**config.mk**
```make
export PLATFORM = sky130hd
export DESIGN_NAME = two_axis_line_stepper_ramp_core
export DESIGN_NICKNAME = d
export VERILOG_FILES = /design/src/tlsr_pkg.sv /design/src/tlsr_csr.sv /design/src/tlsr_engine.sv /design/src/two_axis_line_stepper_ramp_core.sv
export VERILOG_INCLUDE_DIRS = /design/src /design/src/src
export SDC_FILE = /design/constraint.sdc
export NUM_CORES = 1
export LEC_CHECK = 0
export BUFFER_PORTS_ARGS = -buffer_cell sky130_fd_sc_hd__buf_2
export CAP_MARGIN = 20
export CELL_PAD_IN_SITES_DETAIL_PLACEMENT = 1
export CELL_PAD_IN_SITES_GLOBAL_PLACEMENT = 1
export CORE_MARGIN = 2
export CORE_UTILIZATION = 48
export DETAILED_ROUTE_END_ITERATION = 8
export PLACE_DENSITY = 0.8
export SKIP_LAST_GASP = 1
export SLEW_MARGIN = 40
export SYNTH_ARGS = -nofsm -noshare
export SYNTH_HDL_FRONTEND = slang
export SYNTH_SLANG_ARGS = --single-unit
```
**constraint.sdc**
```tcl
create_clock -name clock -period 6.4 [get_ports clock]
set_input_delay 1.28 -clock clock [delete_from_list [all_inputs] [get_ports clock]]
set_output_delay 1.28 -clock clock [all_outputs]
set_load 0.005 [all_outputs]
```
**src/assert_macros.svh**
```systemverilog
// ----------------------------------------------------------------------------
// Assertion macros
// Shared concurrent assertion wrappers for the stepper interpolator RTL.
// ----------------------------------------------------------------------------
`ifndef ASSERT_MACROS_SVH
`define ASSERT_MACROS_SVH

`ifndef NO_ASSERTIONS

// Checks that a property holds at every rising clock edge outside reset.
`define ASSERT_CLK(label, clk, rst, prop, msg) \
   label: assert property (@(posedge clk) disable iff (rst) (prop)) else $error(msg);

// Checks that a condition never occurs at a rising clock edge outside reset.
`define ASSERT_NEVER(label, clk, rst, cond, msg) \
   label: assert property (@(posedge clk) disable iff (rst) !(cond)) else $error(msg);

`else

`define ASSERT_CLK(label, clk, rst, prop, msg)
`define ASSERT_NEVER(label, clk, rst, cond, msg)

`endif

`endif

```
**src/tlsr_pkg.sv**
```systemverilog
// ----------------------------------------------------------------------------
// tlsr_pkg
// Types and constants shared by the two-axis line stepper ramp modules.
// ----------------------------------------------------------------------------
package tlsr_pkg;

   // Step counter width; the longest move is 2^COUNT_BITS - 1 steps.
   localparam int COUNT_BITS = 23;
   // Width of a step period in ticks.
   localparam int PERIOD_BITS = 16;
   // Width of the signed delta fields.
   localparam int DELTA_BITS = 24;
   // Bresenham error term carries one sign bit over the step count.
   localparam int ERR_BITS = COUNT_BITS + 1;

   localparam int CSR_ADDR_BITS = 2;
   localparam int CSR_DATA_BITS = 16;

   localparam int REQ_TDATA_BITS = 2 * DELTA_BITS;
   localparam int RSP_TDATA_BITS = 8;

   // Ramp zone bounds, counted from either end of the move.
   localparam logic [COUNT_BITS-1:0] ZONE_EDGE   = COUNT_BITS'(200);
   localparam logic [COUNT_BITS-1:0] ZONE_SECOND = COUNT_BITS'(400);
   localparam logic [COUNT_BITS-1:0] ZONE_THIRD  = COUNT_BITS'(600);

   localparam logic [COUNT_BITS-1:0] COUNT_MAX = {COUNT_BITS{1'b1}};

   localparam logic [PERIOD_BITS-1:0] RESET_PERIOD_EDGE   = PERIOD_BITS'(1000);
   localparam logic [PERIOD_BITS-1:0] RESET_PERIOD_SECOND = PERIOD_BITS'(200);
   localparam logic [PERIOD_BITS-1:0] RESET_PERIOD_THIRD  = PERIOD_BITS'(160);
   localparam logic [PERIOD_BITS-1:0] RESET_PERIOD_CRUISE = PERIOD_BITS'(133);

   typedef enum logic [CSR_ADDR_BITS-1:0] {
      CSR_PERIOD_EDGE   = 2'd0,
      CSR_PERIOD_SECOND = 2'd1,
      CSR_PERIOD_THIRD  = 2'd2,
      CSR_PERIOD_CRUISE = 2'd3
   } csr_index_type;

   typedef enum logic {
      ACTION_START = 1'b0,
      ACTION_TICK  = 1'b1
   } action_type;

   typedef struct packed {
      logic [PERIOD_BITS-1:0] edge_zone;
      logic [PERIOD_BITS-1:0] second_zone;
      logic [PERIOD_BITS-1:0] third_zone;
      logic [PERIOD_BITS-1:0] cruise_zone;
   } period_set_type;

   typedef struct packed {
      action_type                    action;
      logic signed [DELTA_BITS-1:0]  delta_x;
      logic signed [DELTA_BITS-1:0]  delta_y;
   } req_item_type;

   typedef struct packed {
      logic start_refused;
      logic finished;
      logic running;
      logic heading_y;
      logic heading_x;
      logic pulse_y;
      logic pulse_x;
   } rsp_flags_type;

endpackage

```
**src/tlsr_csr.sv**
```systemverilog
// ----------------------------------------------------------------------------
// tlsr_csr
// Ramp period registers, written through a plain write port.
// ----------------------------------------------------------------------------
module tlsr_csr (
   input  logic                                clock,
   input  logic                                reset,
   input  logic                                csr_we,
   input  logic [tlsr_pkg::CSR_ADDR_BITS-1:0]  csr_addr,
   input  logic [tlsr_pkg::CSR_DATA_BITS-1:0]  csr_wdata,
   output tlsr_pkg::period_set_type            periods
);

   tlsr_pkg::period_set_type period_ff;
   tlsr_pkg::period_set_type period_in;
   logic [tlsr_pkg::PERIOD_BITS-1:0] wdata;

   assign wdata = tlsr_pkg::PERIOD_BITS'(csr_wdata);

   always_comb begin
      period_in = period_ff;
      if (csr_we) begin
         case (tlsr_pkg::csr_index_type'(csr_addr))
            tlsr_pkg::CSR_PERIOD_EDGE:   period_in.edge_zone   = wdata;
            tlsr_pkg::CSR_PERIOD_SECOND: period_in.second_zone = wdata;
            tlsr_pkg::CSR_PERIOD_THIRD:  period_in.third_zone  = wdata;
            tlsr_pkg::CSR_PERIOD_CRUISE: period_in.cruise_zone = wdata;
            default: period_in = period_ff;
         endcase
      end
   end

   always_ff @(posedge clock) begin
      if (reset) begin
         period_ff.edge_zone   <= tlsr_pkg::RESET_PERIOD_EDGE;
         period_ff.second_zone <= tlsr_pkg::RESET_PERIOD_SECOND;
         period_ff.third_zone  <= tlsr_pkg::RESET_PERIOD_THIRD;
         period_ff.cruise_zone <= tlsr_pkg::RESET_PERIOD_CRUISE;
      end else begin
         period_ff <= period_in;
      end
   end

   assign periods = period_ff;

endmodule

```
**src/tlsr_engine.sv**
```systemverilog
// ----------------------------------------------------------------------------
// tlsr_engine
// Move state and the Bresenham step and ramp update per word.
// ----------------------------------------------------------------------------
`include "assert_macros.svh"

module tlsr_engine (
   input  logic                        clock,
   input  logic                        reset,
   input  logic                        fire,
   input  tlsr_pkg::req_item_type      item,
   input  tlsr_pkg::period_set_type    periods,
   output tlsr_pkg::rsp_flags_type     result
);

   localparam int CB = tlsr_pkg::COUNT_BITS;
   localparam int EB = tlsr_pkg::ERR_BITS;
   localparam int PB = tlsr_pkg::PERIOD_BITS;
   localparam int DB = tlsr_pkg::DELTA_BITS;
   localparam int MB = (DB > CB) ? DB : CB;

   logic [CB-1:0]        major_ff, major_in;
   logic [CB-1:0]        minor_ff, minor_in;
   logic [CB-1:0]        index_ff, index_in;
   logic signed [EB-1:0] err_ff, err_in;
   logic                 x_major_ff, x_major_in;
   logic                 dir_x_ff, dir_x_in;
   logic                 dir_y_ff, dir_y_in;
   logic [PB-1:0]        wait_ff, wait_in;
   logic                 busy_ff, busy_in;

   logic [CB-1:0]        mag_x, mag_y;
   logic                 start_x_major;
   logic [CB-1:0]        start_major;
   logic [PB-1:0]        wait_dec;
   logic signed [EB-1:0] err_sub;
   logic [PB-1:0]        zone_period;
   logic [PB-1:0]        next_period;

   // Absolute value, saturated to the longest move the counters hold.
   function automatic logic [CB-1:0] magnitude(input logic signed [DB-1:0] d);
      logic [DB-1:0] a;
      logic [MB-1:0] a_wide;
      a = d[DB-1] ? DB'(-d) : DB'(d);
      a_wide = MB'(a);
      if (a_wide > MB'(tlsr_pkg::COUNT_MAX)) begin
         return tlsr_pkg::COUNT_MAX;
      end
      return CB'(a_wide);
   endfunction

   // Within n steps of the start, or of the end when the move is that long.
   function automatic logic in_zone(input logic [CB-1:0] i, input logic [CB-1:0] n,
                                    input logic [CB-1:0] len);
      return (i < n) || ((len >= n) && (i > (len - n)));
   endfunction

   assign mag_x         = magnitude(item.delta_x);
   assign mag_y         = magnitude(item.delta_y);
   assign start_x_major = mag_x >= mag_y;
   assign start_major   = start_x_major ? mag_x : mag_y;

   assign wait_dec = (wait_ff != '0) ? wait_ff - PB'(1) : wait_ff;
   assign err_sub  = err_ff - EB'(signed'({1'b0, minor_ff}));

   always_comb begin
      if (in_zone(index_ff, tlsr_pkg::ZONE_EDGE, major_ff)) begin
         zone_period = periods.edge_zone;
      end else if (in_zone(index_ff, tlsr_pkg::ZONE_SECOND, major_ff)) begin
         zone_period = periods.second_zone;
      end else if (in_zone(index_ff, tlsr_pkg::ZONE_THIRD, major_ff)) begin
         zone_period = periods.third_zone;
      end else begin
         zone_period = periods.cruise_zone;
      end
   end

   // A zero period behaves as one tick.
   assign next_period = (zone_period == '0) ? PB'(1) : zone_period;

   always_comb begin
      major_in   = major_ff;
      minor_in   = minor_ff;
      index_in   = index_ff;
      err_in     = err_ff;
      x_major_in = x_major_ff;
      dir_x_in   = dir_x_ff;
      dir_y_in   = dir_y_ff;
      wait_in    = wait_ff;
      busy_in    = busy_ff;
      result     = '0;

      if (item.action == tlsr_pkg::ACTION_START) begin
         if (busy_ff) begin
            result.start_refused = 1'b1;
         end else begin
            if (item.delta_x != '0) begin
               dir_x_in = !item.delta_x[DB-1];
            end
            if (item.delta_y != '0) begin
               dir_y_in = !item.delta_y[DB-1];
            end
            x_major_in = start_x_major;
            major_in   = start_major;
            minor_in   = start_x_major ? mag_y : mag_x;
            err_in     = EB'(signed'({1'b0, start_major >> 1}));
            index_in   = '0;
            wait_in    = '0;
            if (start_major == '0) begin
               result.finished = 1'b1;
            end else begin
               busy_in = 1'b1;
            end
         end
      end else if (busy_ff) begin
         wait_in = wait_dec;
         if (wait_dec == '0) begin
            if (index_ff >= major_ff) begin
               busy_in         = 1'b0;
               result.finished = 1'b1;
            end else begin
               if (err_sub < 0) begin
                  err_in = err_sub + EB'(signed'({1'b0, major_ff}));
                  result.pulse_x = 1'b1;
                  result.pulse_y = 1'b1;
               end else begin
                  err_in = err_sub;
               end
               // The major axis always steps; the minor one only on a carry.
               if (x_major_ff) begin
                  result.pulse_x = 1'b1;
               end else begin
                  result.pulse_y = 1'b1;
               end
               wait_in  = next_period;
               index_in = index_ff + CB'(1);
            end
         end
      end

      result.heading_x = dir_x_in;
      result.heading_y = dir_y_in;
      result.running   = busy_in;
   end

   always_ff @(posedge clock) begin
      if (reset) begin
         major_ff   <= '0;
         minor_ff   <= '0;
         index_ff   <= '0;
         err_ff     <= '0;
         x_major_ff <= 1'b1;
         dir_x_ff   <= 1'b0;
         dir_y_ff   <= 1'b0;
         wait_ff    <= '0;
         busy_ff    <= 1'b0;
      end else if (fire) begin
         major_ff   <= major_in;
         minor_ff   <= minor_in;
         index_ff   <= index_in;
         err_ff     <= err_in;
         x_major_ff <= x_major_in;
         dir_x_ff   <= dir_x_in;
         dir_y_ff   <= dir_y_in;
         wait_ff    <= wait_in;
         busy_ff    <= busy_in;
      end
   end

   `ASSERT_CLK(a_pulse_needs_busy_tick, clock, reset,
      (result.pulse_x || result.pulse_y) |-> (busy_ff && item.action == tlsr_pkg::ACTION_TICK),
      "step pulse without a running move and a tick")
   `ASSERT_CLK(a_major_axis_steps, clock, reset,
      (result.pulse_x || result.pulse_y) |-> (x_major_ff ? result.pulse_x : result.pulse_y),
      "minor axis pulsed without the major axis")
   `ASSERT_CLK(a_index_bounded, clock, reset, busy_ff |-> (index_ff <= major_ff),
      "step index ran past the major length")
   `ASSERT_CLK(a_error_nonnegative, clock, reset, busy_ff |-> !err_ff[EB-1],
      "error term negative between steps")
   `ASSERT_NEVER(a_finished_not_running, clock, reset, result.finished && result.running,
      "finished reported while still running")

endmodule

```
**src/two_axis_line_stepper_ramp_core.sv**
```systemverilog
// ----------------------------------------------------------------------------
// two_axis_line_stepper_ramp_core
// Two-axis Bresenham line interpolator with a four-zone step period ramp.
// ----------------------------------------------------------------------------
// Usage. Words enter on the req_ stream: req_tuser selects a start (0) or a
// time tick (1), and req_tdata carries the signed X and Y deltas used by a
// start. Every accepted word yields exactly one word on the rsp_ stream with
// the step pulses, the axis directions and the running, finished and refused
// flags. The four ramp periods are written over the csr_ port, by the user
// only while the block is idle; the block itself does not enforce this.
// A word is captured in the input register; once the output register is
// free, the step update is applied to the move state and the result lands
// in the output register. One word per cycle is taken while the receiver
// keeps up, as the update from the input register to the result register
// is combinational; a tick that arrives every cycle is handled exactly.
// Reset (synchronous, active high) clears both stream stages, restores the
// reset periods and leaves no move running. When the receiver holds
// rsp_tready low, the result waits in the output register, the input
// register still takes one more word, and req_tready drops only once both
// are full; nothing is lost or repeated.
// ----------------------------------------------------------------------------
module two_axis_line_stepper_ramp_core (
   input  logic                                  clock,
   input  logic                                  reset,
   // Request stream.
   input  logic                                  req_tvalid,
   output logic                                  req_tready,
   // Fields from bit 0: delta_x[23:0], delta_y[47:24].
   input  logic [tlsr_pkg::REQ_TDATA_BITS-1:0]   req_tdata,
   // Fields from bit 0: action.
   input  logic                                  req_tuser,
   // Response stream.
   output logic                                  rsp_tvalid,
   input  logic                                  rsp_tready,
   // Fields from bit 0: pulse_x, pulse_y, heading_x, heading_y, running,
   // finished, start_refused, one zero pad bit.
   output logic [tlsr_pkg::RSP_TDATA_BITS-1:0]   rsp_tdata,
   // Period register write port.
   input  logic                                  csr_we,
   input  logic [tlsr_pkg::CSR_ADDR_BITS-1:0]    csr_addr,
   input  logic [tlsr_pkg::CSR_DATA_BITS-1:0]    csr_wdata
);

   localparam int DB = tlsr_pkg::DELTA_BITS;

   // Input stage.
   logic                     in_vld_ff, in_vld_in;
   tlsr_pkg::req_item_type   in_item_ff;

   // Output stage.
   logic                     out_vld_ff, out_vld_in;
   tlsr_pkg::rsp_flags_type  out_flags_ff;

   logic                     req_accept;
   logic                     out_free;
   logic                     fire;
   tlsr_pkg::period_set_type periods;
   tlsr_pkg::rsp_flags_type  result;

   // The output register frees up in the same cycle its word is taken, so
   // the input stage can move on every cycle the receiver keeps up.
   assign out_free   = !out_vld_ff || rsp_tready;
   assign fire       = in_vld_ff && out_free;
   assign req_tready = !in_vld_ff || fire;
   assign req_accept = req_tvalid && req_tready;

   always_comb begin
      if (req_accept) begin
         in_vld_in = 1'b1;
      end else if (fire) begin
         in_vld_in = 1'b0;
      end else begin
         in_vld_in = in_vld_ff;
      end

      if (fire) begin
         out_vld_in = 1'b1;
      end else if (rsp_tready) begin
         out_vld_in = 1'b0;
      end else begin
         out_vld_in = out_vld_ff;
      end
   end

   always_ff @(posedge clock) begin
      if (reset) begin
         in_vld_ff  <= 1'b0;
         out_vld_ff <= 1'b0;
      end else begin
         in_vld_ff  <= in_vld_in;
         out_vld_ff <= out_vld_in;
      end
   end

   // Payload registers carry no reset.
   always_ff @(posedge clock) begin
      if (req_accept) begin
         in_item_ff.action  <= tlsr_pkg::action_type'(req_tuser);
         in_item_ff.delta_x <= signed'(req_tdata[DB-1:0]);
         in_item_ff.delta_y <= signed'(req_tdata[2*DB-1:DB]);
      end
      if (fire) begin
         out_flags_ff <= result;
      end
   end

   tlsr_csr u_csr (
      .clock     (clock),
      .reset     (reset),
      .csr_we    (csr_we),
      .csr_addr  (csr_addr),
      .csr_wdata (csr_wdata),
      .periods   (periods)
   );

   tlsr_engine u_engine (
      .clock   (clock),
      .reset   (reset),
      .fire    (fire),
      .item    (in_item_ff),
      .periods (periods),
      .result  (result)
   );

   assign rsp_tvalid = out_vld_ff;
   assign rsp_tdata  = tlsr_pkg::RSP_TDATA_BITS'(out_flags_ff);

endmodule
```
# After elaboration in Yosys (flattened, before gate mapping)
# Cells that the tools add are included.
dict set report word_totals {
  register_bits 235
  input_bits 72
  elab_cells 146
}
dict set report op_classes {
  n_addsub 9
  n_lt_le_gt_ge 14
  n_eq_ne 7
  n_mux 57
  n_bitwise 3
  n_reduce_logical 31
}
# op count
set op_table {}
lappend op_table {{$mux 23} 11}
lappend op_table {{$mux 24} 8}
lappend op_table {{$mux 16} 10}
lappend op_table {{$gt 23x23->1} 3}
lappend op_table {{$gt 24x23->1 const B} 2}
lappend op_table {{$neg 24->24} 2}
lappend op_table {{$reduce_bool 24->1} 2}
lappend op_table {{$ge 23x23->1} 2}
lappend op_table {{$logic_not 16->1} 2}
lappend op_table {{$mux 1} 27}
lappend op_table {{$add 24x24->24} 1}
lappend op_table {{$lt 24x1->1 const B} 1}
lappend op_table {{$sub 24x24->24} 1}
lappend op_table {{$add 23x1->23 const B} 1}
lappend op_table {{$ge 23x10->1 const B} 1}
lappend op_table {{$ge 23x8->1 const B} 1}
lappend op_table {{$ge 23x9->1 const B} 1}
lappend op_table {{$logic_not 23->1} 1}
lappend op_table {{$lt 23x10->1 const B} 1}
lappend op_table {{$lt 23x8->1 const B} 1}
lappend op_table {{$lt 23x9->1 const B} 1}
lappend op_table {{$sub 23x10->23 const B} 1}
lappend op_table {{$sub 23x8->23 const B} 1}
lappend op_table {{$sub 23x9->23 const B} 1}
lappend op_table {{other kinds (17)} 38}

# Longest topological paths before layout
# Gate-level depths: netlist (run 1).
dict set report logic_depth {
  word_depth 13
  ltp_mapped 26
  ltp_nobuf 23
}

# Modules after synthesis
# From an unflattened synthesis (run 1), not the netlist that was laid out.
dict set report hier_totals {
  hier_cells 2182
  hier_area_um2 18027.3
}
# mod instances cells_each area_per_inst_um2 seq_area_each_um2
set modules_own_cells {}
lappend modules_own_cells {tlsr_engine 1 1877 13691.9 2262.2}
lappend modules_own_cells {tlsr_csr 1 237 2538.7 1281.2}
lappend modules_own_cells {two_axis_line_stepper_ramp_core 1 68 1796.7 1721.7}

# Worst setup path after synthesis (run 1)
# Ideal clock, no wire load.
dict set report synth_timing {
  path_type {reg-to-reg}
  startpoint {reg u_engine.major_ff[5]}
  endpoint {reg u_engine.wait_ff[0]}
  arrival_time_ns 5.223
  path_slack_ns 1.103
  path_stages_with_launch 24
  path_buffers 3
  synth_period_minus_slack_ns 5.297
  cell_sequence {dfxtp_1 clkbuf_1 inv_1 ha_1 a21oi_1 nor2_1 o31ai_1 and2_1 clkbuf_1 nand3_1 xnor2_1 ha_1 and4_1 nand3_1 or4_1 o22a_1 o32ai_1 clkbuf_1 mux2i_1 nor2_1 a221oi_1 nand4_1 nand4b_1 a31oi_1}
}
dict set report synth_via {
  elab_chain_len 13
  word_cells_on_any_way 25
  classes_between {add/sub (3); order compare (7); mux (8); reduce/logical (7)}
}
# element line_no
set synth_rtl {}
lappend synth_rtl {{from (decl)} tlsr_engine.sv:22} ;# logic [CB-1:0] major_ff, major_in;
lappend synth_rtl {{from (signal assigned)} tlsr_engine.sv:158} ;# major_ff <= major_in;
lappend synth_rtl {{$sub 23x10->23} tlsr_engine.sv:55} ;# return (i < n) || ((len >= n) && (i > (len - n)));
lappend synth_rtl {{$gt 23x23->1} tlsr_engine.sv:55}
lappend synth_rtl {{$logic_and 1x1->1} tlsr_engine.sv:55}
lappend synth_rtl {{$logic_or 1x1->1} tlsr_engine.sv:55}
lappend synth_rtl {{$mux 16} tlsr_engine.sv:71} ;# end else if (in_zone(index_ff, tlsr_pkg::ZONE_THIRD, major_ff)) begin
lappend synth_rtl {{$mux 16} tlsr_engine.sv:69} ;# end else if (in_zone(index_ff, tlsr_pkg::ZONE_SECOND, major_ff)) begin
lappend synth_rtl {{$mux 16} tlsr_engine.sv:67} ;# if (in_zone(index_ff, tlsr_pkg::ZONE_EDGE, major_ff)) begin
lappend synth_rtl {{$logic_not 16->1} tlsr_engine.sv:79} ;# assign next_period = (zone_period == '0) ? PB'(1) : zone_period;
lappend synth_rtl {{$mux 16} tlsr_engine.sv:79}
lappend synth_rtl {{$mux 16 *} tlsr_engine.sv:118} ;# if (index_ff >= major_ff) begin
lappend synth_rtl {{$mux 16 *} tlsr_engine.sv:117} ;# if (wait_dec == '0) begin
lappend synth_rtl {{$mux 16 *} tlsr_engine.sv:115} ;# end else if (busy_ff) begin
lappend synth_rtl {{$mux 16 *} tlsr_engine.sv:93} ;# if (item.action == tlsr_pkg::ACTION_START) begin
lappend synth_rtl {{to (signal assigned)} tlsr_engine.sv:165} ;# wait_ff <= wait_in;
lappend synth_rtl {{to (decl)} tlsr_engine.sv:29} ;# logic [PB-1:0] wait_ff, wait_in;
# Every way passes the cells marked *; elsewhere a longest branch is shown, timed or not. The select of a mux whose other input is x is not followed.
# A chain may end at the register's enable or synchronous reset.

# Final worst setup path (run 1)
dict set report layout_timing {
  startpoint {reg in_item_ff[45] (netlist bit)}
  endpoint {reg u_engine.err_ff[18]}
}
dict set report layout_via {
  elab_chain_len 9
}
# element line_no
set layout_rtl {}
lappend layout_rtl {{from (decl)} two_axis_line_stepper_ramp_core.sv:48} ;# tlsr_pkg::req_item_type in_item_ff;
lappend layout_rtl {{$neg 24->24} tlsr_engine.sv:44} ;# a = d[DB-1] ? DB'(-d) : DB'(d);
lappend layout_rtl {{$mux 24 *} tlsr_engine.sv:44}
lappend layout_rtl {{$gt 24x23->1} tlsr_engine.sv:46} ;# if (a_wide > MB'(tlsr_pkg::COUNT_MAX)) begin
lappend layout_rtl {{$mux 1} tlsr_engine.sv:46}
lappend layout_rtl {{$mux 23 *} tlsr_engine.sv:49} ;# return CB'(a_wide);
lappend layout_rtl {{$ge 23x23->1} tlsr_engine.sv:60} ;# assign start_x_major = mag_x >= mag_y;
lappend layout_rtl {{$mux 23 *} tlsr_engine.sv:61} ;# assign start_major = start_x_major ? mag_x : mag_y;
lappend layout_rtl {{$mux 24 *} tlsr_engine.sv:94} ;# if (busy_ff) begin
lappend layout_rtl {{$mux 24 *} tlsr_engine.sv:93}
lappend layout_rtl {{to (signal assigned)} tlsr_engine.sv:161} ;# err_ff <= err_in;
lappend layout_rtl {{to (decl)} tlsr_engine.sv:25} ;# logic signed [EB-1:0] err_ff, err_in;
# Marked as above.

==> flow_summary.rst, run 1 <==
.. list-table::
   :header-rows: 1

   * - Metric
     - Value
   * - Outcome
     - finished, final reports clean
   * - Number of enable-type register cells in the synthesized netlist
     - 56
   * - Layout Skew
     - between 0.015 and 0.02 ns
   * - Post-CTS sizing
     - 0
   * - Endpoints failing hold
     - 0
   * - Crit Path Category
     - flip-flop to flip-flop
   * - Async SR Flop Fraction
     - 0%
   * - Endpoint of the worst-slack reg-to-reg timing path
     - u_engine.err_ff[18]
   * - Leading area contributor after synthesis
     - dfxtp_1
   * - Hold EP
     - u_engine.err_ff[0]
   * - Share of the synthesized area in the top cell type
     - between 20 and 25%
   * - Port Buf Inserts
     - 80
   * - All-Layer GR Usage
     - between 30% and 40%
   * - Path depth of the worst reg2reg path
     - 18
   * - Cts hold-fix bufs
     - 0
   * - Slew at the pin with the worst max-slew slack
     - 0.846 ns
   * - Maximum clock rate
     - about 0.17 GHz
   * - Antenna Diode Count
     - 0
   * - Via count
     - roughly 17000
   * - Total power consumption of the routed design
     - slightly above 7000 µW
   * - Die ar.
     - roughly 38000 µm²
   * - Synthesized instance count
     - approximately 2200
   * - Post-synthesis cell area
     - around 17000 µm²
   * - Clock sinks
     - 235
   * - #FFs+latches synth
     - about 240
   * - Lkg Pwr
     - approximately 0.0077 µW
   * - Final-report setup violation count
     - 0
   * - Leading cell type in the layout, fill and taps excluded
     - nand2_1
   * - Synthesized net count
     - 2385
   * - Pin count of the biggest net entering global routing
     - 60
   * - Layout cell share with drive strength beyond 1
     - roughly 9%
   * - Top FF cell, synth
     - dfxtp_1
   * - DRC violations left
     - 0
   * - Average wire per standard cell
     - 22.0 µm
   * - Starting utilization of the core area
     - around 49%
   * - Max-capacitance violation count
     - 0
   * - I/O pin cnt
     - about 80
   * - Final weighted congestion in routability-driven placement
     - 0.972
   * - WP data arrival
     - between 6 and 7 ns
   * - Clock transition time at the flip-flop clock pins of the worst setup and hold paths
     - approximately 0.06 ns
   * - Standard cell core area
     - about 36000 µm²
   * - Worst R2R Start
     - in_item_ff[45]
   * - Register area share after synthesis
     - 30.4%
   * - Die Ht
     - 194 µm
   * - Number of max-slew violations in the final report
     - 0
   * - Die X-Extent
     - about 190 µm
   * - Number of detailed-route iterations in the first pass
     - 5
   * - Power density over the cells
     - between 300 and 400 nW/µm²
   * - Max Buffers Root-to-Sink
     - 3
   * - TritonCTS clock tree
     - done
   * - Peak supply drop
     - about 0.50 mV
   * - Clock latency of the later-clocked register in the worst-skew pair
     - between 0.5 and 0.6 ns
   * - Synthesis warning total
     - 0
   * - Required time of the worst setup path
     - slightly below 7 ns
   * - Hold depth
     - 2
   * - CTS buffer count
     - 27
   * - Post-route setup TNS
     - 0 ns
   * - Setup bufs post-CTS
     - 0
   * - Worst setup EP type
     - flip-flop
   * - Worst Path Max Fanout
     - 26
   * - H-tree depth reported by CTS
     - 1
   * - Number of nets in the finished design
     - approximately 2400
   * - Routed wire length
     - around 59 mm
   * - Hold path startpoint
     - u_engine.err_ff[0]
   * - Flop-to-flop setup slack
     - approximately 0.43 ns
   * - Number of antenna violations at the first check in global routing
     - 0
   * - Sum of overflow across all layers after global routing
     - 0
   * - Per-instance average area after synthesis
     - ~8 µm²
   * - Normalized max-slew margin
     - between 40% and 50%
   * - Highest-count cells in the layout ignoring fill and taps
     - 280 x nand2_1, 193 x nor2_1, 179 x dfxtp_1
   * - Std-Cell Rows
     - 69
   * - Synth-to-layout area growth
     - 10.1%
   * - DRT antenna net count
     - 0
   * - Via density
     - slightly above 6
   * - Dominant cells by area after synthesis
     - dfxtp_1 21%, ha_1 12%, edfxtp_1 9.7%
   * - Detailed router's first-iteration violation count
     - 1229
   * - Startpoint Class
     - flip-flop
   * - Clock tree root buffer cell
     - clkbuf_16
   * - Final worst-path cycle share
     - 93.2%
   * - HPWL Detailed
     - 44.4 mm
   * - RSZ-0062 raised after global routing
     - false
   * - Minimum clock period
     - between 5 and 6 ns
   * - Global-route wire length before repair
     - ~95 mm
   * - Class of the tightest hold or removal check
     - flip-flop to flip-flop
   * - Post-synth cell types
     - just under 90
   * - Number of global-route vias before repair
     - between 15000 and 20000
[flip-flops by register name, summed over array words and instances (netlist names), 7 cells and up]
register           cells
u_csr.periods         64
in_item_ff            49
u_engine.err_ff       24
u_engine.index_ff     23
u_engine.major_ff     23
u_engine.minor_ff     23
u_engine.wait_ff      16
rsp_tdata              7
[area by class of cell]
| type | count | area (µm²) |
|---|---|---|
| Clock buffer | 38 | 747 |
| Timing Repair Buffer | 113 | 669 |
| Inverter | 107 | 402 |
| Tap cell | 461 | 577 |
| Fill cell | 4361 | 16500 |
| Clock inverter | 12 | 144 |
| Multi-Input combinational cell | 1702 | 11300 |
| Sequential cell | 235 | 5270 |
[layer usage]
metal	global-route usage (%)	wire length [µm]	up-vias
met5	0	0	-
met4	7.38	1200	0
met1	41.8	26900	8230
li1	-	-	7881
met3	3.58	2930	81
met2	52.5	27700	420
[kinds of logic (layout without fill, tap and decap cells)]
family / count (synthesis) / in the layout / synth area share [%]
AND/OR/NAND/NOR: 794 / 794 / 21.9
AO/OA/AOI/OAI: 554 / 554 / 20.8
flip-flops: 235 / 235 / 30.4
buffers and inverters: 213 / 270 / 4.84
adder cells (fa/ha/maj): 164 / 164 / 11.9
XOR/XNOR: 119 / 119 / 6.02
multiplexers: 70 / 70 / 4.12
other: 1 / 1 / 0.0217
[metrics by stage]
step / instance area (µm²) / worst slack, ns / hold WS (ns) / cells / utilization (%)
floorplan: 17300 / 1.10 / 0.426 / 2150 / -
global placement: 18100 / 0.800 / 0.441 / 2615 / 50.9
detailed placement: 18100 / 0.641 / 0.446 / 2617 / 51.0
CTS: 19000 / 0.546 / 0.455 / 2667 / 53.5
global route: 19100 / 0.215 / 0.481 / 2668 / 53.6
finish: 19100 / 0.434 / 0.451 / 2668 / 53.6
[cells in the mapped netlist, types with 8 or more instances]
master and number:
mux2i_1 60, o21a_1 21, nand2_1 281, and2_1 10, or3_1 17, dfxtp_1 179, nor2b_1 16, ha_1 161
or2_2 12, o21ai_0 103, a31oi_1 15, nor2_1 194, or4_1 18, a21oi_1 167, a22oi_1 15, a22o_1 11
nor4_1 29, xnor2_1 93, nor3_1 56, nand3_1 56, clkbuf_1 88, o211ai_1 13, a211oi_1 57, a21o_1 29
o31ai_1 17, edfxtp_1 56, nand3b_1 21, a311oi_1 8, a221oi_1 11, nand2b_1 13, inv_1 102, mux2_2 10
and3_1 12, nand4_1 27, xor2_1 26
[power breakdown]
group | internal, µW | switching (µW)
sequential | 1620 | 116
combinational | 1520 | 2330
clock | 933 | 647
[how the worst max path moves through the flow]
stage | startpoint | endpoint
after floorplan | u_engine.major_ff[5] | u_engine.wait_ff[0]
after global placement | u_engine.major_ff[5] | u_engine.wait_ff[0]
after detailed placement | in_item_ff[44] | u_engine.err_ff[18]
after CTS | in_item_ff[44] | u_engine.err_ff[18]
after global routing | in_item_ff[26] | u_engine.err_ff[18]
final | in_item_ff[45] | u_engine.err_ff[18]
[worst max-delay path: stages (launching register included)]
cell	delay (ns)
edfxtp_1	0.44
or4_1	0.61
or3_1	0.37
nor3_1	0.44
buf_4	0.29
nand2b_1	0.37
o21ai_0	0.18
o21a_1	0.20
inv_1	0.08
ha_1	0.24
a21o_1	0.19
a21oi_1	0.21
nor4bb_1	0.54
o21ai_2	0.14
nand2_2	0.36
buf_4	0.38
mux2_2	0.41
a221oi_1	0.28
a21o_1	0.16
No activity file was read; power rests on OpenSTA's default activity.
==> run 2: changes to the inputs <==
- RECOVER_POWER: unset -> 50
==> run 2 against run 1 <==
  * Via count is 0.20% higher
  * Wire length about the same
  * Sequential power hardly changed
  * Critical path type unchanged
  * Sequential share of layout area barely moved
  * Non-clock buffer count unchanged
  * The flow now finishes with violations (max-capacitance violations, max-slew violations)
  * Global-route usage unchanged
==> flow_summary.rst, run 2 (synthesis results as in run 1) <==
.. list-table::
   :header-rows: 1

   * - Metric
     - Value
   * - Routed wire length
     - 58.8 mm (about the same)
   * - Setup WS post-layout
     - 0.402 ns (-0.0327 ns)
   * - Maximum clock rate
     - 0.167 GHz (-0.55%)
   * - Setup bufs post-CTS
     - 0 (unchanged)
   * - Sum of overflow across all layers after global routing
     - 0 (unchanged)
   * - Detailed router's first-iteration violation count
     - 1238 (+0.73%)
   * - Required time of the worst setup path
     - 6.62 ns (-0.29 ns)
   * - Endpoints failing hold
     - 0 (unchanged)
   * - Number of nets in the finished design
     - 2421 (unchanged)
   * - HPWL Detailed
     - 44.4 mm (unchanged)
   * - Class of the tightest hold or removal check
     - flip-flop to flip-flop
   * - Starting utilization of the core area
     - 48.7% (unchanged)
   * - TritonCTS clock tree
     - done
   * - Layout cell share with drive strength beyond 1
     - 8.70% (-0.27 points)
   * - Clock latency of the later-clocked register in the worst-skew pair
     - 0.57 ns (about the same)
   * - Clock share of power
     - 22.0% (about the same)
   * - CP startpoint
     - in_item_ff[45]
   * - Synth-to-layout area growth
     - 10.1% (about the same)
   * - Lkg Pwr
     - 0.00772 µW (-0.17%)
   * - Max-capacitance violation count
     - 2 (+2)
   * - WP data arrival
     - 6.21 ns (-0.27 ns)
   * - Violations in the final reports
     - max-capacitance violations, max-slew violations
   * - Layout filler cell count
     - 4364 (+0.069%)
   * - M3 GR Usage
     - 3.58% (unchanged)
   * - Hold path startpoint
     - u_engine.err_ff[0]
   * - Cell Int Power
     - 4080 µW (about the same)
   * - Hold depth
     - 2 (unchanged)
   * - Endpoint of the worst-slack reg-to-reg timing path
     - rsp_tdata[4]
   * - DRC violations left
     - 0 (unchanged)
   * - Global route hottest layer
     - met2
   * - Die X-Extent
     - 194 µm (unchanged)
   * - Startpoint Class
     - flip-flop
   * - Slew at the pin with the worst max-slew slack
     - 2.58 ns (+1.73 ns)
   * - Comb power frac
     - 53.7% (about the same)
   * - Power density over the cells
     - 377 nW/µm² (+0.12%)
   * - Std-Cell Rows
     - 69 (unchanged)
   * - Minimum clock period
     - 6.00 ns (+0.0327 ns)
   * - I/O pin cnt
     - 82 (unchanged)
   * - Number of detailed-route iterations in the first pass
     - 5 (unchanged)
   * - Layout Skew
     - 0.0149 ns (-0.000420 ns)
   * - Multi-input gate area
     - 11300 µm² (unchanged)
   * - Number of global-route vias before repair
     - 17000 (unchanged)
   * - Worst setup EP type
     - flip-flop
   * - Clock sinks
     - 235 (unchanged)
   * - Worst Path Max Fanout
     - 26 (unchanged)
   * - Placement Cell Area
     - 18100 µm² (unchanged)
   * - Path depth of the worst reg2reg path
     - 18 (unchanged)
   * - Post-CTS sizing
     - 0 (unchanged)
   * - Final cell area excluding filler cells
     - 19000 µm² (about the same)
   * - Sequential fraction of design power
     - 24.3% (about the same)
   * - Final weighted congestion in routability-driven placement
     - 0.972 (unchanged)
   * - All-Layer GR Usage
     - 30.8% (unchanged)
   * - Worst R2R Start
     - in_item_ff[45]
   * - Antenna Diode Count
     - 0 (unchanged)
   * - Cts hold-fix bufs
     - 0 (unchanged)
   * - Via density
     - 6.24 (+0.20%)
   * - Die Ht
     - 194 µm (unchanged)
   * - Outcome
     - finished, violations left
   * - Final core utilization
     - 53.6% (about the same)
   * - RSZ-0062 raised after global routing
     - false
   * - Leading cell type in the layout, fill and taps excluded
     - nand2_1
   * - Normalized max-slew margin
     - -71.8% (-110 points)
   * - Worst setup timing slack at the placement stage
     - 0.641 ns (unchanged)
   * - DRT antenna net count
     - 0 (unchanged)
   * - Hold_ws
     - 0.451 ns (+0.00000300 ns)
   * - Peak supply drop
     - 0.501 mV (+0.86%)
   * - Clock transition time at the flip-flop clock pins of the worst setup and hold paths
     - 0.06 ns (about the same)
   * - Port Buf Inserts
     - 80 (unchanged)
   * - GR met2 Demand/Resource
     - 52.5% (unchanged)
   * - Flop-to-flop setup slack
     - 0.40 ns (-0.03 ns)
   * - Final worst-path cycle share
     - 93.7% (+0.51 points)
   * - Global-route wire length before repair
     - 94.5 mm (unchanged)
   * - Standard cell core area
     - 35600 µm² (unchanged)
   * - Final-report setup violation count
     - 0 (unchanged)
   * - Post-route setup TNS
     - 0 ns (unchanged)
   * - End point of the critical path
     - rsp_tdata[4]
   * - Number of antenna violations at the first check in global routing
     - 0 (unchanged)
   * - CTS buffer count
     - 27 (unchanged)
   * - Average wire per standard cell
     - 22.0 µm (about the same)
   * - Max Buffers Root-to-Sink
     - 3 (unchanged)
   * - Number of max-slew violations in the final report
     - 85 (+85)
   * - Pin count of the biggest net entering global routing
     - 60 (unchanged)
   * - Flip-flop count of the largest register after layout
     - 64 (unchanged)
   * - Share of total power consumed by net switching
     - 43.1% (about the same)
   * - Psw
     - 3090 µW (+0.13%)
   * - Crit Path Category
     - flip-flop to flip-flop
   * - Met1 Usage GRT
     - 41.8% (unchanged)
   * - Sequential Area
     - 5270 µm² (unchanged)
   * - Clock tree root buffer cell
     - clkbuf_16
   * - Die ar.
     - 37600 µm² (unchanged)
   * - Via count
     - 16600 (+0.20%)
   * - H-tree depth reported by CTS
     - 1 (unchanged)
   * - Highest-count cells in the layout ignoring fill and taps
     - 280 x nand2_1, 193 x nor2_1, 179 x dfxtp_1
-- run 2: cell types whose count changed in the layout (fill, tap and decap cells not counted) --
| cell | previous run | this run |
|---|---|---|
| clkbuf_1 | 8 | 12 |
| buf_2 | 79 | 77 |
| buf_4 | 31 | 29 |
| or2_0 | 1 | 2 |
| or2_2 | 12 | 11 |
| or3b_1 | 0 | 1 |
| or3b_2 | 3 | 2 |
-- run 2: power groups by stage --
stage	registers [µW]	clock network, µW	logic (µW)
2_1_floorplan	1720	0	2880
3_3_place_gp	1760	0	3660
3_5_place_dp	1770	0	3760
4_1_cts	1740	1610	3810
5_1_grt	1760	1680	4240
6_report	1740	1580	3850
-- run 2: worst min path at each step --
stage	to
detailed placement	u_engine.err_ff[0]
global route	u_csr.periods[30]
finish	u_engine.err_ff[0]
global placement	u_engine.err_ff[9]
CTS	u_engine.err_ff[0]
floorplan	u_engine.err_ff[0]
-- run 2: worst max-delay path: stages, from the launching register on --
cell and delay (ns):
edfxtp_1 0.44, or4_1 0.61, or3_1 0.37, nor3_1 0.44
buf_4 0.29, nand2b_1 0.37, o21ai_0 0.18, o21a_1 0.20
inv_1 0.08, ha_1 0.24, a21o_1 0.19, a21oi_1 0.21
nor4bb_1 0.54, o21ai_2 0.14, nand2_2 0.36, buf_4 0.38
mux2i_1 0.24, o2111a_1 0.28, a21oi_1 0.07
-- run 2: layout make-up --
class | count | area share (%)
multi-input cells | 1702 | 59.1
clock buffers | 38 | 3.92
repair buffers | 113 | 3.46
flip-flops and latches | 235 | 27.6
inverters | 107 | 2.11
well taps | 461 | 3.03
clock inverters | 12 | 0.755
-- run 2: layer usage --
| layer | routed length (µm) | vias to the layer above | part of all wire [%] |
|---|---|---|---|
| met3 | 2830 | 87 | 4.8 |
| li1 | - | 7883 | - |
| met4 | 1220 | 0 | 2.1 |
| met2 | 27700 | 419 | 47 |
| met5 | 0 | - | 0 |
| met1 | 27100 | 8257 | 46 |
-- run 2: through the flow --
step / power, µW / instances
2_1_floorplan: 4600 / 2150
3_3_place_gp: 5420 / 2615
3_5_place_dp: 5530 / 2617
4_1_cts: 7150 / 2667
5_1_grt: 7670 / 2668
6_report: 7170 / 2668
